===== src/design/abvad_pkg.sv =====
// shared types and constants of the voice activity detector
`timescale 1ns / 1ps

package abvad_pkg;

    // accumulator widths, sized for the largest block length
    localparam int CNT_W     = 17;
    localparam int SQ_W      = 48;
    localparam int TERM_W    = 19;
    localparam int BAND_W    = 36;
    localparam int DIV_A_W   = 64;
    localparam int DIV_B_W   = 36;
    localparam int DIV_CNT_W = 7;
    localparam int OUT_W     = 136;

    // fixed point constants, q31 unless noted
    localparam logic [31:0] FLOOR_MIN    = 32'h0010_0000;
    localparam logic [31:0] Q31_ONE      = 32'h8000_0000;
    localparam logic [35:0] DENOM_BIAS   = 36'd21474836;
    localparam logic [31:0] OPEN_THRESH  = 32'd1181116006;
    localparam logic [31:0] CLOSE_THRESH = 32'd644245094;
    localparam logic [15:0] Q15_ONE      = 16'd32768;
    localparam logic [19:0] LEVEL_WEIGHT = 20'd229376;
    // ceil(2^20 / 5), exact floor quotient for dividends below 2^18
    localparam logic [17:0] P_RECIP      = 18'd209716;

    // configuration register indexes
    typedef enum logic [2:0] {
        CFG_LOW_SPLIT    = 3'd0,
        CFG_MID_SPLIT    = 3'd1,
        CFG_FAST_ATTACK  = 3'd2,
        CFG_FAST_RELEASE = 3'd3,
        CFG_SLOW_ATTACK  = 3'd4,
        CFG_SLOW_RELEASE = 3'd5,
        CFG_FLOOR_FALL   = 3'd6,
        CFG_FLOOR_RISE   = 3'd7
    } cfg_idx_t;

    typedef struct packed {
        logic [15:0] low_split_coef;
        logic [15:0] mid_split_coef;
        logic [15:0] fast_attack;
        logic [15:0] fast_release;
        logic [15:0] slow_attack;
        logic [15:0] slow_release;
        logic [15:0] floor_fall_rate;
        logic [15:0] floor_rise_rate;
    } cfg_t;

    // per-block totals handed from front to back
    typedef struct packed {
        logic [SQ_W-1:0]   square_sum;
        logic [15:0]       peak;
        logic [BAND_W-1:0] low_sum;
        logic [BAND_W-1:0] mid_sum;
        logic [BAND_W-1:0] high_sum;
        logic [CNT_W-1:0]  count;
    } block_t;

    // result transaction, last field in the lowest bits
    typedef struct packed {
        logic        voice_active;
        logic [15:0] voice_probability;
        logic [15:0] noise_floor_level;
        logic [15:0] high_band_level;
        logic [15:0] mid_band_level;
        logic [15:0] low_band_level;
        logic [15:0] transient_level;
        logic [15:0] peak_level;
        logic [15:0] rms_level;
    } result_t;

endpackage


===== src/design/abvad_front.sv =====
// sample front end: band split filters and per-block accumulation
`timescale 1ns / 1ps

module abvad_front
    import abvad_pkg::*;
#(
    parameter int BLOCK_MAX = 4096
)
(
    input  logic        clk,
    input  logic        rst_n,
    input  cfg_t        cfg,
    input  logic        in_valid,
    output logic        in_ready,
    input  logic [15:0] in_sample,
    input  logic        in_last,
    input  logic        q_full,
    output logic        q_push,
    output block_t      q_data
);

    typedef enum logic [3:0] {
        F_IDLE = 4'b0001,
        F_FILT = 4'b0010,
        F_BAND = 4'b0100,
        F_PUSH = 4'b1000
    } fstate_t;

    fstate_t            state_reg, state_next;
    logic signed [15:0] x_reg;
    logic               last_reg;
    logic signed [33:0] low_reg, low_next;
    logic signed [33:0] mid_reg, mid_next;
    logic [SQ_W-1:0]    sq_reg, sq_next;
    logic [15:0]        peak_reg, peak_next;
    logic [BAND_W-1:0]  lsum_reg, lsum_next;
    logic [BAND_W-1:0]  msum_reg, msum_next;
    logic [BAND_W-1:0]  hsum_reg, hsum_next;
    logic [CNT_W-1:0]   cnt_reg, cnt_next;

    logic signed [34:0] xs, low_ext, mid_ext;
    logic signed [34:0] low_diff, mid_diff;
    logic signed [51:0] low_prod, mid_prod;
    logic [35:0]        low_sum36, mid_sum36;
    logic [15:0]        ax;
    logic [31:0]        ax_sq;
    logic [TERM_W-1:0]  low_term, mid_term, high_term;

    // magnitude rounded half up to whole sample units
    function automatic logic [TERM_W-1:0] mag_units(input logic signed [34:0] v);
        logic [34:0] a;
        logic [35:0] s;
        a = v[34] ? 35'(-v) : 35'(v);
        s = {1'b0, a} + 36'd32768;
        return s[TERM_W+15:16];
    endfunction

    assign in_ready = (state_reg == F_IDLE);
    assign q_push   = (state_reg == F_PUSH) && !q_full;
    assign q_data   = '{square_sum: sq_reg, peak: peak_reg, low_sum: lsum_reg,
                        mid_sum: msum_reg, high_sum: hsum_reg, count: cnt_reg};

    // filter updates, one multiplier per filter
    always_comb
    begin
        xs        = {{3{x_reg[15]}}, x_reg, 16'b0};
        low_ext   = {low_reg[33], low_reg};
        mid_ext   = {mid_reg[33], mid_reg};
        low_diff  = xs - low_ext;
        mid_diff  = xs - mid_ext;
        low_prod  = $signed({1'b0, cfg.low_split_coef}) * low_diff;
        mid_prod  = $signed({1'b0, cfg.mid_split_coef}) * mid_diff;
        low_sum36 = {{2{low_reg[33]}}, low_reg} + low_prod[51:16];
        mid_sum36 = {{2{mid_reg[33]}}, mid_reg} + mid_prod[51:16];
        ax        = x_reg[15] ? 16'(-x_reg) : 16'(x_reg);
        ax_sq     = ax * ax;
        low_term  = mag_units(low_ext);
        mid_term  = mag_units(mid_ext - low_ext);
        high_term = mag_units(xs - mid_ext);
    end

    // sequencer and accumulators
    always_comb
    begin
        state_next = state_reg;
        low_next   = low_reg;
        mid_next   = mid_reg;
        sq_next    = sq_reg;
        peak_next  = peak_reg;
        lsum_next  = lsum_reg;
        msum_next  = msum_reg;
        hsum_next  = hsum_reg;
        cnt_next   = cnt_reg;
        case (state_reg)
            F_IDLE:
            begin
                if (in_valid)
                begin
                    state_next = F_FILT;
                end
            end
            F_FILT:
            begin
                low_next   = low_sum36[33:0];
                mid_next   = mid_sum36[33:0];
                state_next = F_BAND;
            end
            F_BAND:
            begin
                if (cnt_reg < CNT_W'(BLOCK_MAX))
                begin
                    sq_next   = sq_reg + SQ_W'(ax_sq);
                    peak_next = (ax > peak_reg) ? ax : peak_reg;
                    lsum_next = lsum_reg + BAND_W'(low_term);
                    msum_next = msum_reg + BAND_W'(mid_term);
                    hsum_next = hsum_reg + BAND_W'(high_term);
                    cnt_next  = cnt_reg + 1'b1;
                end
                state_next = last_reg ? F_PUSH : F_IDLE;
            end
            F_PUSH:
            begin
                if (!q_full)
                begin
                    sq_next    = '0;
                    peak_next  = '0;
                    lsum_next  = '0;
                    msum_next  = '0;
                    hsum_next  = '0;
                    cnt_next   = '0;
                    state_next = F_IDLE;
                end
            end
            default:
            begin
                state_next = F_IDLE;
            end
        endcase
    end

    always_ff @(posedge clk or negedge rst_n)
    begin
        if (!rst_n)
        begin
            state_reg <= F_IDLE;
            low_reg   <= '0;
            mid_reg   <= '0;
            sq_reg    <= '0;
            peak_reg  <= '0;
            lsum_reg  <= '0;
            msum_reg  <= '0;
            hsum_reg  <= '0;
            cnt_reg   <= '0;
        end
        else
        begin
            state_reg <= state_next;
            low_reg   <= low_next;
            mid_reg   <= mid_next;
            sq_reg    <= sq_next;
            peak_reg  <= peak_next;
            lsum_reg  <= lsum_next;
            msum_reg  <= msum_next;
            hsum_reg  <= hsum_next;
            cnt_reg   <= cnt_next;
        end
    end

    // sample capture on each input transaction
    always_ff @(posedge clk)
    begin
        if (in_valid && in_ready)
        begin
            x_reg    <= $signed(in_sample);
            last_reg <= in_last;
        end
    end

endmodule


===== config.mk =====
export PLATFORM = sky130hd
export DESIGN_NAME = abvad_front
export DESIGN_NICKNAME = d
export VERILOG_FILES = /design/src/design/abvad_pkg.sv /design/src/design/abvad_front.sv
export SDC_FILE = /design/constraint.sdc
export NUM_CORES = 2
export LEC_CHECK = 0
export BUFFER_PORTS_ARGS = -buffer_cell sky130_fd_sc_hd__clkbuf_2
export CORE_AREA = 2 2 321 323
export DETAILED_ROUTE_END_ITERATION = 10
export DIE_AREA = 0 0 323 325
export PLACE_DENSITY = 0.87
export SYNTH_ARGS = -nofsm -noshare
export SYNTH_HDL_FRONTEND = slang
export SYNTH_SLANG_ARGS = --single-unit

===== constraint.sdc =====
create_clock -name clk -period 27.5 [get_ports clk]
set_clock_uncertainty 0.15 [all_clocks]
set_input_delay 5.5 -clock clk [delete_from_list [all_inputs] [get_ports clk]]
set_output_delay 5.5 -clock clk [all_outputs]
set_load 0.01 [all_outputs]

==> flow_summary.toml <==
[critical_path]
worstPathRequired_ns = 27.77
start_kind = "primary input"
worstSetupPathType = "primary input to register"
r2r_cells = 43
max_stage_delay_ns = 0.87
worstReg2RegEnd = "mid_reg[32]"
arrival_ns = 16.12
critPathSlowestCell = "o41ai_1"
rr_startpoint = "mid_reg[0]"
worstPathMaxFanout = 35
end_kind = "register"
r2r_slack_ns = 14.43

[routing]
first_iter_violations = 4532
firstDrtPassIters = 6
detail-route-antenna-nets = 0
vias = 57200
drc = 0
wire_per_inst_um = 20.2
avgViaCountPerCell = 6.01
routed_wl_um = 193000

[placement]
gp_congestion = 0.997
post-place-ws_ns = 11.35
io_buffers = 243
dpl.hpwl_um = 148000

[global_routing]
grt-ovfl-total = 0
grt_max_degree = 82
grt_first_pass_wirelength_um = 314000
met1_usage_pct = 45.1
grt.busiest_layer = "met2"
antenna_found_initial = 6
use_met3_pct = 8.59
use_met2_pct = 62.1
grt_usage_pct = 37.5
grt_pass1_vias = 61900

[sta]
fin_crit_ns = 15.85
max_freq_mhz = 63.1
slew_violations = 0
slew_headroom_pct = 20.1
fin_crit_sh_pct = 57.6
setup_viol = 0
finalWorstSetupSlack_ns = 11.65
hold_viol_final = 0
fin_tns_setup_ns = 0
hold_slack_ns = 0.372
tightest_slew_ns = 1.19
rsz0062_at_grt = "no"

[run_status]
outcome = "finished, final reports clean"

[min_path]
min-delay-start = "msum_reg[18]"
hp-class = "register to register"
whs_path_depth = 2
hold_end = "msum_reg[18]"

[yosys]
yosysTopAreaCellShare_pct = 36.0
synth-compound-area-share_pct = 9.95
yosys_warnings = 0
synth_async_sr_flop_share_pct = 93.9
ys_types = 99
ys_seq_area_share_pct = 10.3
post-synth-top-count-cell = "inv_1"
synth_seq_cells = 278
yosys.area.top_type = "fa_1"
synth_top_family_by_area = "adder cells"
netlist_instances = 8004
synthXorXnorAreaFrac_pct = 5.67
synth_commonest_cells = "inv_1, fa_1, nand2_1"
synth-simple-area-share_pct = 16.6
synth_edf_count = 17
synth_ff_type = "dfrtp_1"
muxShareOfSynthArea_pct = 0.188
synth_area_sq_mm = 0.0686
synthAdderAreaFrac_pct = 46.1
avgSynthCellArea_sq_um = 8.57
synthTopCellsByArea = "fa_1, ha_1, inv_1, dfrtp_1, nand2_1"

[floorplanning]
row_count = 117
coreArea_sq_mm = 0.101
io_pins = 340
fp.dieH_um = 325
start_util_pct = 67.7
die_width_um = 323
die-area_sq_mm = 0.105

[job]
cap_violations = 0

[clock_tree]
clk_latency_ns = 0.59
clockBufferDepth = 3
post_cts_buffers = 0
path_clk_slew_ns = 0.06
clkSinkCount = 278
cts_resized = 0
cts_made_buffers = 35
cts_hold_buf = 0
htree_levels = 2
cts.root.buffer_cell = "clkbuf_16"
cts_tree = "yes"

[cells_and_area]
area_delta_synth_final_pct = 5.99
largest_reg_flops = 48
post_route_cells_drive_above_1_share_pct = 6.35
num-nets-final = 10100
[cell families after synthesis]
group | count (synthesis)
XOR/XNOR | 444
AO/OA/AOI/OAI | 1058
other | 2
AND/OR/NAND/NOR | 2380
flip-flops | 278
buffers and inverters | 2044
multiplexers | 12
adder cells (fa/ha/maj) | 1786
[layout by cell type, fill, tap and decap left out, types with 29 or more instances in the layout]
master     synthesis  routed
a211oi_1          44      44
a21o_1            94      94
a21oi_1          255     255
a22o_1            29      29
and2_1           434     434
and3_1            64      64
buf_4              3     116
clkbuf_16          0      35
clkbuf_2           0     242
dfrtp_1          260     260
fa_1            1235    1235
ha_1             551     551
inv_1           1743    1743
nand2_1         1047    1047
nand2b_1          49      48
nand3_1           95      94
nand4_1           53      53
nor2_1           341     341
nor2b_1           42      41
nor3_1            93      91
o211ai_1          29      29
o21a_1            42      42
o21ai_0          272     272
o21bai_1          39      39
or3_1             39      39
xnor2_1          283     265
xor2_1           161     159
[routing by layer]
metal  vias to the layer above  wire [um]
met3                       925      20600
met5                         -         56
li1                      25000          -
met2                      3212      90800
met4                         8      12900
met1                     28000      68200
[worst max-delay path by stage]
stage	from	endpoint	slack, ns	depth (start not counted)
2_1_floorplan	cfg[104]	mid_reg[32]	12.93	39
3_3_place_gp	cfg[98]	mid_reg[32]	11.63	40
3_5_place_dp	cfg[103]	mid_reg[32]	11.35	39
4_1_cts	cfg[103]	mid_reg[32]	11.86	39
5_1_grt	cfg[103]	mid_reg[30]	11.06	39
6_report	cfg[103]	mid_reg[32]	11.65	39
[worst max-delay path: cells and delay by family]
kind                     cells  cell delay, ns
AND/OR/NAND/NOR              3            0.46
XOR/XNOR                     2            0.32
adder cells (fa/ha/maj)      8            3.64
AO/OA/AOI/OAI               19            5.06
buffers and inverters        7            1.13
[metrics by stage]
stage	instance area (sq um)	utilization [%]	instances
after floorplan	68700	-	8015
after global placement	71500	70.6	9450
after detailed placement	71500	70.6	9450
after CTS	72700	71.8	9513
after global routing	72700	71.8	9513
final	72700	71.8	9517
[final cells by class]
cell class | count | area, sq um
antenna | 4 | 10.0
inverter | 1752 | 6580
fill | 7311 | 28600
tap | 1368 | 1710
multi-input combinational | 5693 | 54100
clock inverter | 21 | 295
clock buffer | 42 | 932
sequential | 278 | 7040
timing repair buffer | 359 | 2100
Power is left out: the tool's default activity adds up to more than one toggle a clock period on the data nets, which glitch-free logic cannot reach.
