### config.mk
export PLATFORM = sky130hd
export DESIGN_NAME = abvad_queue
export DESIGN_NICKNAME = d
export VERILOG_FILES = /design/src/design/abvad_pkg.sv /design/src/design/abvad_queue.sv
export SDC_FILE = /design/constraint.sdc
export NUM_CORES = 1
export LEC_CHECK = 0
export ABC_AREA = 1
export BUFFER_PORTS_ARGS = -buffer_cell sky130_fd_sc_hd__buf_4
export CAP_MARGIN = 10
export CORE_UTILIZATION = 53
export DETAILED_ROUTE_END_ITERATION = 6
export MAX_ROUTING_LAYER = met4
export PLACE_DENSITY_LB_ADDON = 0.08
export SLEW_MARGIN = 15
export SYNTH_ARGS = -nofsm -noshare
export SYNTH_HDL_FRONTEND = slang
export SYNTH_SLANG_ARGS = --single-unit
### constraint.sdc
create_clock -name clk -period 12.84 [get_ports clk]
set_clock_uncertainty 0.1 [all_clocks]
set_input_delay 2.568 -clock clk [delete_from_list [all_inputs] [get_ports clk]]
set_output_delay 2.568 -clock clk [all_outputs]
set_load 0.1 [all_outputs]
### src/design/abvad_pkg.sv
// shared types and constants of the voice activity detector
`timescale 1ns / 1ps

package abvad_pkg;

    // accumulator widths, sized for the largest block length
    localparam int CNT_W     = 17;
    localparam int SQ_W      = 48;
    localparam int TERM_W    = 19;
    localparam int BAND_W    = 36;
    localparam int DIV_A_W   = 64;
    localparam int DIV_B_W   = 36;
    localparam int DIV_CNT_W = 7;
    localparam int OUT_W     = 136;

    // fixed point constants, q31 unless noted
    localparam logic [31:0] FLOOR_MIN    = 32'h0010_0000;
    localparam logic [31:0] Q31_ONE      = 32'h8000_0000;
    localparam logic [35:0] DENOM_BIAS   = 36'd21474836;
    localparam logic [31:0] OPEN_THRESH  = 32'd1181116006;
    localparam logic [31:0] CLOSE_THRESH = 32'd644245094;
    localparam logic [15:0] Q15_ONE      = 16'd32768;
    localparam logic [19:0] LEVEL_WEIGHT = 20'd229376;
    // ceil(2^20 / 5), exact floor quotient for dividends below 2^18
    localparam logic [17:0] P_RECIP      = 18'd209716;

    // configuration register indexes
    typedef enum logic [2:0] {
        CFG_LOW_SPLIT    = 3'd0,
        CFG_MID_SPLIT    = 3'd1,
        CFG_FAST_ATTACK  = 3'd2,
        CFG_FAST_RELEASE = 3'd3,
        CFG_SLOW_ATTACK  = 3'd4,
        CFG_SLOW_RELEASE = 3'd5,
        CFG_FLOOR_FALL   = 3'd6,
        CFG_FLOOR_RISE   = 3'd7
    } cfg_idx_t;

    typedef struct packed {
        logic [15:0] low_split_coef;
        logic [15:0] mid_split_coef;
        logic [15:0] fast_attack;
        logic [15:0] fast_release;
        logic [15:0] slow_attack;
        logic [15:0] slow_release;
        logic [15:0] floor_fall_rate;
        logic [15:0] floor_rise_rate;
    } cfg_t;

    // per-block totals handed from front to back
    typedef struct packed {
        logic [SQ_W-1:0]   square_sum;
        logic [15:0]       peak;
        logic [BAND_W-1:0] low_sum;
        logic [BAND_W-1:0] mid_sum;
        logic [BAND_W-1:0] high_sum;
        logic [CNT_W-1:0]  count;
    } block_t;

    // result transaction, last field in the lowest bits
    typedef struct packed {
        logic        voice_active;
        logic [15:0] voice_probability;
        logic [15:0] noise_floor_level;
        logic [15:0] high_band_level;
        logic [15:0] mid_band_level;
        logic [15:0] low_band_level;
        logic [15:0] transient_level;
        logic [15:0] peak_level;
        logic [15:0] rms_level;
    } result_t;

endpackage

### src/design/abvad_queue.sv
// two-entry queue of block totals between front and back
`timescale 1ns / 1ps

module abvad_queue
    import abvad_pkg::*;
(
    input  logic   clk,
    input  logic   rst_n,
    input  logic   push,
    input  block_t push_data,
    output logic   full,
    input  logic   pop,
    output block_t pop_data,
    output logic   empty
);

    block_t      mem [2];
    logic        wr_ptr_reg, rd_ptr_reg;
    logic [1:0]  count_reg;

    assign full     = (count_reg == 2'd2);
    assign empty    = (count_reg == 2'd0);
    assign pop_data = mem[rd_ptr_reg];

    // pointers and fill count
    always_ff @(posedge clk or negedge rst_n)
    begin
        if (!rst_n)
        begin
            wr_ptr_reg <= 1'b0;
            rd_ptr_reg <= 1'b0;
            count_reg  <= '0;
        end
        else
        begin
            if (push)
            begin
                wr_ptr_reg <= ~wr_ptr_reg;
            end
            if (pop)
            begin
                rd_ptr_reg <= ~rd_ptr_reg;
            end
            count_reg <= count_reg + {1'b0, push} - {1'b0, pop};
        end
    end

    // storage
    always_ff @(posedge clk)
    begin
        if (push)
        begin
            mem[wr_ptr_reg] <= push_data;
        end
    end

endmodule

==> flow_metrics.py, run 1 <==
metrics = {
    "outcome": {
        "status": "completed",
    },
    "global_route": {
        "grt_pass1_vias": 8275,
        "use_met2_pct": 35.3,
        "grt_pass1_wl_um": 44400,
        "use_met3_pct": 7.53,
        "grt_max_degree": 204,
        "grt_use_met1_pct": 24.8,
        "antenna_found_initial": 0,
        "grt-ovfl-total": 0,
        "grtUsageTotal_pct": 21.4,
        "top_usage_layer": "met2",
    },
    "worst_setup_path": {
        "crit_path_end_kind": "output pin",
        "crit_required_ps": 10170,
        "critPathLaunchType": "flop",
        "ff2ff_path_depth": 3,
        "crit_type": "reg2out",
        "crit_arrival_ps": 3190,
        "critPathMaxFanout": 102,
    },
    "finish": {
        "drive_gt1_share_pct": 39.5,
        "instances_no_fill": 1801,
        "syn2layout_area_growth_pct": 29.0,
        "fillCellCount": 1905,
        "multiInputGateArea_um2": 2190,
        "seqCellArea_um2": 11500,
        "largest_register_ffs": 378,
        "num-nets-final": 1593,
        "post-route-cell-area_um2": 19000,
    },
    "logic_synthesis": {
        "yosysUniqueCellTypes": 15,
        "ys.flop_type": "edfxtp_1",
        "syn_area_um2": 14800,
        "avgSynthCellArea_um2": 14.6,
        "synth_cells": 1012,
        "yosys-top-cells-count": "edfxtp_1, inv_1, nand2_1, o21ai_2, o21ai_0",
        "yosys.area.top_type": "edfxtp_1",
        "synth_top_area_share_pct": 76.9,
        "yosys_warnings": 0,
        "synth-edff-count": 378,
        "ys_seq_elements": 382,
        "synthTopCellsByArea": "edfxtp_1, o21ai_2, inv_1",
        "synth-seq-area-share_pct": 77.6,
        "async_flop_share_pct": 1.05,
        "synthesis.nets": 1207,
        "synth_most_common_cell": "edfxtp_1",
    },
    "floorplanning": {
        "die_area_um2": 28500,
        "fp.coreArea_um2": 27100,
        "die_x_um": 169,
        "row_count": 60,
        "start_util_pct": 54.5,
        "pin_count": 384,
        "die_h_um": 169,
    },
    "clock_network": {
        "cts_buffers": 39,
        "post-cts-setup-buffers": 0,
        "clk_path_buf_depth": 3,
        "tritoncts": "built",
        "clk_pin_slew_ps": 60,
        "hold_buffers": 0,
        "cts_max_level": 2,
        "ctsResizeCount": 0,
        "root_buffer": "clkbuf_16",
        "clock-sinks": 382,
        "clock_latency_ps": 510,
    },
    "sta": {
        "grt_setup_unrepaired": "no",
        "slew_headroom_pct": 27.8,
        "fin_crit_ps": 5860,
        "fin_crit_sh_pct": 45.6,
        "finalWorstSetupSlack_ps": 6980,
        "hold_violations": 0,
        "tightest_slew_ps": 1080,
        "tns_ps": 0,
        "finalSetupViolations": 0,
        "fmax_mhz": 171,
        "slew_violations": 0,
    },
    "placed_design": {
        "gp_congestion": 0.767,
        "place_area_um2": 17800,
        "place_inst": 1729,
        "hpwl_um": 19500,
        "post-place-ws_ps": 7530,
        "io_buffers": 383,
    },
    "drt": {
        "routed_wl_um": 29500,
        "drt-pass1-iter-count": 4,
        "drc": 0,
        "ant_nets": 0,
        "first_iter_violations": 580,
        "vias": 8618,
        "wire_per_inst_um": 16.4,
        "viasPerCell": 4.79,
    },
    "run": {
        "maxCapViolCount": 0,
    },
    "min_path": {
        "holdCritPathClass": "reg2reg",
        "hold_depth": 1,
    },
}
metal layers:
layer | vias up | routed length, um
met4 | 0 | 753
met5 | - | 0
met3 | 58 | 3030
li1 | 4240 | -
met2 | 309 | 14700
met1 | 4011 | 11000
stage by stage:
step	hold slack [ps]	utilization (%)
4_1_cts	453	70.3
3_5_place_dp	442	65.6
2_1_floorplan	363	-
6_report	455	70.3
5_1_grt	464	70.3
3_3_place_gp	429	65.6
cell families (layout without fill, tap and decap cells):
family,after synthesis,after routing,share of synthesized area (%)
xor+xnor,2,2,0.119
flops,382,382,77.6
compound gates,189,189,9.46
buf+inv,238,654,7.60
simple gates,199,199,5.07
fa+ha+maj,2,2,0.170
other cells,0,1,0
path summary, 6_finish.rpt:
| check | startpoint | end | slack, ps |
|---|---|---|---|
| min reg2reg | wr_ptr_reg$_DFFE_PN0P_ | wr_ptr_reg$_DFFE_PN0P_ | 450 |
| max | rd_ptr_reg$_DFFE_PN0P_ | pop_data[73] | 6980 |
| max in group asynchronous | rst_n | rd_ptr_reg$_DFFE_PN0P_ | 10790 |
| min | wr_ptr_reg$_DFFE_PN0P_ | wr_ptr_reg$_DFFE_PN0P_ | 450 |
| min in group asynchronous | rst_n | count_reg[1]$_DFF_PN0_ | 1740 |
| max reg2reg | wr_ptr_reg$_DFFE_PN0P_ | mem[1][116]$_DFFE_PP_ | 9920 |
cell type report:
class / count / area share [%]
multi-input combinational: 392 / 11.5
clock buffer: 51 / 5.58
inverter: 196 / 3.89
antenna: 1 / 0.0131
timing repair buffer: 387 / 15.4
clock inverter: 20 / 1.02
sequential: 382 / 60.1
tap: 372 / 2.44
cell usage in the layout (no fill, tap or decap), types with 2 or more instances in the layout:
cell / n
clkbuf_1: 10
xor2_1: 2
o21ai_0: 67
o21ai_1: 2
clkinv_2: 8
nand2_1: 195
nor2_1: 2
clkinv_1: 7
edfxtp_1: 378
dfrtp_1: 3
o21ai_2: 120
ha_1: 2
clkbuf_16: 41
inv_1: 195
bufinv_16: 4
buf_4: 385
buf_12: 2
worst max-delay path, stage by stage, from the launching register on:
cell,delay [ps]
dfrtp_4,1120
buf_4,850
nand2_1,160
o21ai_2,110
buf_4,310
Power of run 1 is not shown: default switching activity piles up to over one toggle a cycle in this logic, so the estimate is an artifact.
==> inputs of run 2 (changes only) <==
--- a/config.mk
+++ b/config.mk
@@ -8,7 +8,7 @@
 export ABC_AREA = 1
 export BUFFER_PORTS_ARGS = -buffer_cell sky130_fd_sc_hd__buf_4
 export CAP_MARGIN = 10
-export CORE_UTILIZATION = 53
+export CORE_UTILIZATION = 48
 export DETAILED_ROUTE_END_ITERATION = 6
 export MAX_ROUTING_LAYER = met4
 export PLACE_DENSITY_LB_ADDON = 0.08
==> constraint.sdc (replaced) <==
create_clock -name clk -period 5.1 [get_ports clk]
set_clock_uncertainty 0.1 [all_clocks]
set_input_delay 1.02 -clock clk [delete_from_list [all_inputs] [get_ports clk]]
set_output_delay 1.02 -clock clk [all_outputs]
set_load 0.1 [all_outputs]
==> flow_metrics.py, run 2 (synthesized netlist as in run 1, its figures left out) <==
metrics = {
    "sta": {
        "fin_crit_sh_pct": 74.8,
        "fin_crit_ps": 3810,
        "hold_violations": 0,
        "tightest_slew_ps": 1070,
        "slew_violations": 0,
        "grt_setup_unrepaired": "no",
        "fmax_mhz": 262,
        "tns_ps": 0,
        "slew_headroom_pct": 28.6,
        "finalSetupViolations": 0,
    },
    "floorplanning": {
        "die_area_um2": 31500,
        "row_count": 63,
        "die_x_um": 177,
        "die_h_um": 177,
        "fp.coreArea_um2": 30000,
        "pin_count": 384,
        "start_util_pct": 49.3,
    },
    "clock_network": {
        "post-cts-setup-buffers": 0,
        "cts_buffers": 40,
        "clk_pin_slew_ps": 60,
        "clk_path_buf_depth": 3,
        "cts_max_level": 2,
        "root_buffer": "clkbuf_16",
        "hold_buffers": 0,
        "tritoncts": "built",
        "clock-sinks": 382,
        "ctsResizeCount": 0,
        "clock_latency_ps": 500,
    },
    "finish": {
        "fillCellCount": 2302,
        "final_cell_mix": "buf_4, edfxtp_1, inv_1, nand2_1, o21ai_2",
        "antenna_cells": 0,
        "layout_commonest_cell": "buf_4",
        "drive_gt1_share_pct": 39.5,
        "multiInputGateArea_um2": 2190,
        "syn2layout_area_growth_pct": 29.1,
        "num-nets-final": 1602,
        "largest_register_ffs": 378,
        "seqCellArea_um2": 11500,
    },
    "global_route": {
        "antenna_found_initial": 0,
        "grt_max_degree": 96,
        "grt_pass1_vias": 8241,
        "grt-ovfl-total": 0,
        "grtUsageTotal_pct": 19.0,
        "grt_pass1_wl_um": 43600,
    },
    "placed_design": {
        "hpwl_um": 20000,
        "gp_congestion": 0.778,
        "io_buffers": 383,
    },
    "drt": {
        "ant_nets": 0,
        "viasPerCell": 4.74,
        "drc": 0,
        "vias": 8628,
        "routed_wl_um": 29700,
        "drt-pass1-iter-count": 4,
        "first_iter_violations": 453,
        "wire_per_inst_um": 16.3,
    },
    "outcome": {
        "status": "completed",
    },
    "worst_setup_path": {
        "ff2ff_path_depth": 4,
        "critPathMaxFanout": 87,
        "crit_type": "reg2out",
        "critPathLaunchType": "flop",
        "r2r_slack_ps": 2680,
        "crit_required_ps": 3980,
        "crit_path_end_kind": "output pin",
        "crit_arrival_ps": 2690,
    },
    "run": {
        "maxCapViolCount": 0,
    },
    "min_path": {
        "holdCritPathClass": "in2async",
    },
}
==> run 2: layer usage <==
metal	up-vias	wire length, um	track usage [%]
met5	-	0	-
met1	4079	11100	21.1
met3	39	2820	6.96
met4	0	691	5.70
met2	263	15100	32.0
li1	4247	-	-
==> run 2: layout make-up <==
type / count / share of cell area (%)
sequential: 382 / 60.1
multi-input combinational: 392 / 11.5
clock buffer: 50 / 5.61
timing repair buffer: 395 / 15.9
tap: 390 / 2.56
inverter: 196 / 3.88
clock inverter: 14 / 0.453
==> run 2: through the flow <==
step	cells	instance area (um2)	utilization (%)	hold WS [ps]	setup WS, ps
after floorplan	1012	14800	-	415	691
after global placement	1755	17900	59.8	434	1800
after detailed placement	1755	17900	59.8	442	1770
after CTS	1819	19100	63.6	187	1220
after global routing	1819	19100	63.6	181	1040
final	1819	19100	63.6	201	1290
==> run 2: worst paths after layout <==
| check | startpoint | endpoint |
|---|---|---|
| worst min register to register | wr_ptr_reg$_DFFE_PN0P_ | wr_ptr_reg$_DFFE_PN0P_ |
| min in group clk | wr_ptr_reg$_DFFE_PN0P_ | wr_ptr_reg$_DFFE_PN0P_ |
| worst min-delay path | rst_n | count_reg[1]$_DFF_PN0_ |
| worst max-delay path | rd_ptr_reg$_DFFE_PN0P_ | pop_data[15] |
| worst max register to register | wr_ptr_reg$_DFFE_PN0P_ | mem[1][146]$_DFFE_PP_ |
| max in group asynchronous | rst_n | rd_ptr_reg$_DFFE_PN0P_ |
==> run 2: worst max-delay path: stages, from the launching register on <==
cell and delay (ps):
dfrtp_4 1130, buf_4 510, nand2_1 90, o21ai_0 100, buf_4 320
Power of run 2 is left out for the same reason.
